`src/design/sieve_prime_counter_top_macros.svh`:
```
// Assertion macros used by the sieve prime counter RTL
`ifndef SIEVE_PRIME_COUNTER_TOP_MACROS_SVH
`define SIEVE_PRIME_COUNTER_TOP_MACROS_SVH

// implication checked in the same cycle, sampled on clk, off during reset
`define SPC_ASSERT_SAME(lbl, ante, cons, msg) \
	lbl: assert property (@(posedge clk) disable iff (!arst_n) (ante) |-> (cons)) \
		else $error(msg);

// implication checked in the following cycle
`define SPC_ASSERT_NEXT(lbl, ante, cons, msg) \
	lbl: assert property (@(posedge clk) disable iff (!arst_n) (ante) |=> (cons)) \
		else $error(msg);

`endif

```
`src/design/spc_pkg.sv`:
```
// Shared constants and controller/datapath interface types for the sieve prime counter
package spc_pkg;

	localparam int QUERY_W        = 17;
	localparam int LIMIT_W        = 17;
	localparam int COUNT_W        = 13;
	localparam int S_TDATA_W      = 24;
	localparam int M_TDATA_W      = 16;
	localparam int MAX_NUMBER_DEF = 65536;
	localparam int FIRST_PRIME    = 2;
	localparam logic [COUNT_W-1:0] COUNT_MAX = '1;

	typedef struct packed {
		logic load_query;
		logic latch_lim;
		logic n_clear;
		logic n_two;
		logic n_inc;
		logic fill_wr;
		logic rd_n;
		logic rd_port;
		logic rd_q;
		logic count_wr;
		logic count_inc;
		logic m_init;
		logic cross_wr;
		logic load_out;
	} cmd_t;

	typedef struct packed {
		logic n_eq_lim;
		logic flag_rd;
		logic m_le_lim;
		logic out_free;
	} sts_t;

endpackage

```
`src/design/spc_ctrl.sv`:
```
// Controller state machine: sieve build sequence and query handshake
module spc_ctrl (
	input  logic          clk,
	input  logic          arst_n,
	input  logic          s_tvalid,
	output logic          s_tready,
	input  spc_pkg::sts_t sts,
	output spc_pkg::cmd_t cmd
);
	import spc_pkg::*;

	typedef enum logic [7:0] {
		ST_IDLE   = 8'b0000_0001,
		ST_FILL   = 8'b0000_0010,
		ST_SRD    = 8'b0000_0100,
		ST_SCHK   = 8'b0000_1000,
		ST_CROSS  = 8'b0001_0000,
		ST_LOOKUP = 8'b0010_0000,
		ST_RESP   = 8'b0100_0000,
		ST_READY  = 8'b1000_0000
	} state_t;

	state_t state_q, state_d;
	logic   accept;

	assign s_tready = (state_q == ST_IDLE) || (state_q == ST_READY);
	assign accept   = s_tvalid && s_tready;

	always_ff @(posedge clk or negedge arst_n) begin
		if (!arst_n) begin
			state_q <= ST_IDLE;
		end else begin
			state_q <= state_d;
		end
	end

	always_comb begin
		state_d = state_q;
		cmd     = '0;
		unique case (state_q)
			ST_IDLE: begin
				if (accept) begin
					cmd.load_query = 1'b1;
					cmd.latch_lim  = 1'b1;
					cmd.n_clear    = 1'b1;
					state_d        = ST_FILL;
				end
			end
			ST_FILL: begin
				cmd.fill_wr = 1'b1;
				if (sts.n_eq_lim) begin
					cmd.n_two = 1'b1;
					state_d   = ST_SRD;
				end else begin
					cmd.n_inc = 1'b1;
				end
			end
			ST_SRD: begin
				cmd.rd_n = 1'b1;
				state_d  = ST_SCHK;
			end
			ST_SCHK: begin
				cmd.count_wr = 1'b1;
				if (sts.flag_rd) begin
					cmd.count_inc = 1'b1;
					cmd.m_init    = 1'b1;
					state_d       = ST_CROSS;
				end else if (sts.n_eq_lim) begin
					state_d = ST_LOOKUP;
				end else begin
					cmd.n_inc = 1'b1;
					state_d   = ST_SRD;
				end
			end
			ST_CROSS: begin
				if (sts.m_le_lim) begin
					cmd.cross_wr = 1'b1;
				end else if (sts.n_eq_lim) begin
					state_d = ST_LOOKUP;
				end else begin
					cmd.n_inc = 1'b1;
					state_d   = ST_SRD;
				end
			end
			ST_LOOKUP: begin
				cmd.rd_q = 1'b1;
				state_d  = ST_RESP;
			end
			ST_RESP: begin
				if (sts.out_free) begin
					cmd.load_out = 1'b1;
					state_d      = ST_READY;
				end
			end
			ST_READY: begin
				if (accept) begin
					cmd.rd_port = 1'b1;
					state_d     = ST_RESP;
				end
			end
			default: begin
				state_d = ST_IDLE;
			end
		endcase
	end

endmodule

```
`config.mk`:
```
export PLATFORM = sky130hd
export DESIGN_NAME = spc_ctrl
export DESIGN_NICKNAME = d
export VERILOG_FILES = /design/src/design/sieve_prime_counter_top_macros.svh /design/src/design/spc_pkg.sv /design/src/design/spc_ctrl.sv
export SDC_FILE = /design/constraint.sdc
export NUM_CORES = 1
export LEC_CHECK = 0
export ABC_AREA = 1
export BUFFER_PORTS_ARGS = -buffer_cell sky130_fd_sc_hd__buf_2
export CAP_MARGIN = 40
export CORE_AREA = 2 2 39 41
export DETAILED_ROUTE_END_ITERATION = 12
export DIE_AREA = 0 0 41 43
export MAX_ROUTING_LAYER = met4
export PLACE_DENSITY = 0.82
export SYNTH_ARGS = -nofsm -noshare
export SYNTH_HDL_FRONTEND = slang
export SYNTH_SLANG_ARGS = --single-unit
export TNS_END_PERCENT = 10
```
`constraint.sdc`:
```
create_clock -name clk -period 3.1 [get_ports clk]
set_clock_uncertainty 0.1 [all_clocks]
set_input_delay 0.62 -clock clk [delete_from_list [all_inputs] [get_ports clk]]
set_output_delay 0.62 -clock clk [all_outputs]
set_load 0.02 [all_outputs]
```
==> results.cfg <==
[cts]
cts_max_path_buffers = 2
cts_tree = done
postCtsHoldBufs = 0
clock-root-buffer = clkbuf_4
cts_sinks = 8
cts.clk_slew.worst_paths_ps = 60
cts_setup_buffers = 0
cts_made_buffers = 3
postCtsResizedCells = 0
clock_latency_ps = 260
htreeDepth = 1

[cells_and_area]
n_fill_cell = 137
syn_to_final_growth_pct = 20.0
nets = 129
insertedDiodeCount = 0
fin_area_um2 = 772
final_cells = 137
largest_reg_flops = 8
largest-register = state_q
largestRegisters = state_q x8
layout-drive-gt1-share = 0.331

[power]
cellLeakagePower_nw = 0.514
irDropWorstVdd_uv = 471
powerDensity_mw_per_mm2 = 604
totalPowerFinal_w = 0.000466

[placement]
dp_cells = 133
dpl_cell_area_um2 = 746
place_congestion = 0.792
dp_hpwl_um = 1120
port_buffers = 21

[setup_path]
reg2reg_slack_ps = 1590
path_cells = inv_1 > nand2_1 > nor2_1 > nand2_1 > nor3_1 > nand3b_1 > buf_2
reg2reg_from = state_q[5]$_DFFE_PN0P_
rr_endpoint = state_q[2]$_DFFE_PN0P_
cp-start-kind = flop
cp_common_cell = nand2_1
arrival_ps = 1550
cpPeakStageDelay_ps = 370
crit_path_end_kind = output port
path_class = reg2out
worst_r2r_path_depth = 8
crit_required_ps = 2380
slowest_stage = dfrtp_1
path_max_fanout = 4

[grt]
grt_max_degree = 9
grt_usage = 0.180
antenna_found_initial = 0
grt_pass1_vias = 578
grt_overflow_total = 0
grt_pass1_wl_um = 2040

[yosys]
yosysWarnings = 0
synth_cells = 99
synth.largest_area_cell = dfrtp_1
yosys-top-cells-area = dfrtp_1, nor2_1, inv_1
ys_seq_area_frac = 0.313
syn_area_per_cell_um2 = 6.50
yosysUniqueCellTypes = 20
synth-seq-cells = 8
synth_edf_count = 0
synth_commonest_cells = nor2_1, inv_1, nand2_1
synthFlopType = dfrtp_1
synth_fp_nets = 106
yosysMostFrequentCell = nor2_1
synth_top_area_share = 0.272
synthArstFlopShare = 1.00
syn_area_um2 = 643

[sta]
setup-violations-final = 0
finalCritPeriodShare = 0.732
max_freq_ghz = 0.441
slew_headroom = 0.774
setup_tns_ps = 0
period_minus_slack_ps = 2270
tightest_slew_ps = 336
rsz0062_at_grt = no
finalMaxSlewViolations = 0
hold_violations = 0

[detailed_routing]
wl_per_cell_um = 9.63
route.detailed.drc = 0
routed_wl_um = 1320
vias = 644
first_pass_iters = 4
ant_nets = 0
viasPerCell = 4.70
drt_first_iter_violations = 15

[floorplan]
dieWidth_um = 41
row_count = 14
io-pin-count = 22
die_h_um = 43
start_util = 0.465
core_mm2 = 0.00138
dieArea_mm2 = 0.00176

[min_path]
worst_hold_path_type = in2async

[outcome]
status = complete, no violations

[flow_run]
cap_violations = 0
==> worst max path at each step <==
stage	start	to	slack (ps)	cells past startpoint
finish	state_q[7]$_DFFE_PN0P_	cmd[9]	830	7
global route	state_q[6]$_DFFE_PN0P_	cmd[9]	700	7
CTS	state_q[5]$_DFFE_PN0P_	cmd[9]	840	6
detailed placement	sts[3]	cmd[9]	1080	5
global placement	sts[3]	cmd[9]	1100	5
floorplan	state_q[5]$_DFFE_PN0P_	cmd[12]	930	6
==> cells in the final DEF (no fill, tap or decap) <==
master,synthesis,layout
nand2_4,1,1
nor2_4,2,2
nand3_2,1,1
inv_1,20,20
nor2_2,1,1
nand2_1,18,18
o21ai_2,2,2
nand3b_1,1,1
clkbuf_4,0,3
nor3_1,2,2
buf_2,0,21
nand4_1,2,2
dfstp_2,1,1
nand2_2,4,4
nand3_1,7,7
nand3_4,1,1
dfrtp_1,7,7
o22ai_1,1,1
o21ai_0,1,1
inv_2,3,3
clkbuf_1,0,1
nor2_1,21,21
==> report_power, final <==
part | leakage (nW) | total, W | internal [W] | switching, W
Clock | 0.0150 | 0.0000866 | 0.0000493 | 0.0000373
Combinational | 0.392 | 0.000245 | 0.0000805 | 0.000165
Sequential | 0.107 | 0.000135 | 0.000123 | 0.0000113
Total | 0.514 | 0.000466 | 0.000253 | 0.000213
==> worst max-delay path, delay by kind of cell (launching register included) <==
family | cells | cell delay, ps
simple gates | 5 | 670
flops | 1 | 370
buf+inv | 2 | 230
==> per-stage QoR <==
| stage | setup slack (ps) | hold slack, ps | util |
|---|---|---|---|
| after global routing | 702 | 101 | 0.558 |
| final | 832 | 85.7 | 0.558 |
| after global placement | 1100 | 365 | 0.539 |
| after detailed placement | 1080 | 369 | 0.539 |
| after floorplan | 931 | 224 | - |
| after CTS | 837 | 96.2 | 0.558 |
==> per-layer routing <==
layer	vias up	global-route usage	part of all wire
li1	339	-	-
met1	280	0.202	0.44
met2	20	0.275	0.47
met3	5	0.0314	0.058
met4	0	0.120	0.029
met5	-	-	0
==> layout make-up <==
cell class                 count  area (um^2)  area share
multi-input combinational     65          333       0.431
sequential                     8          201       0.261
timing repair buffer          21          105       0.136
inverter                      23         86.3       0.112
clock buffer                   4         26.3      0.0340
tap                           16         20.0      0.0259
==> logic make-up (layout without fill, tap and decap cells) <==
logic type,after synthesis,in the layout,synth area share
AND/OR/NAND/NOR,61,61,0.473
buffers and inverters,26,48,0.169
flip-flops,8,8,0.313
AO/OA/AOI/OAI,4,4,0.0448
(Power assumes the default switching activity.)
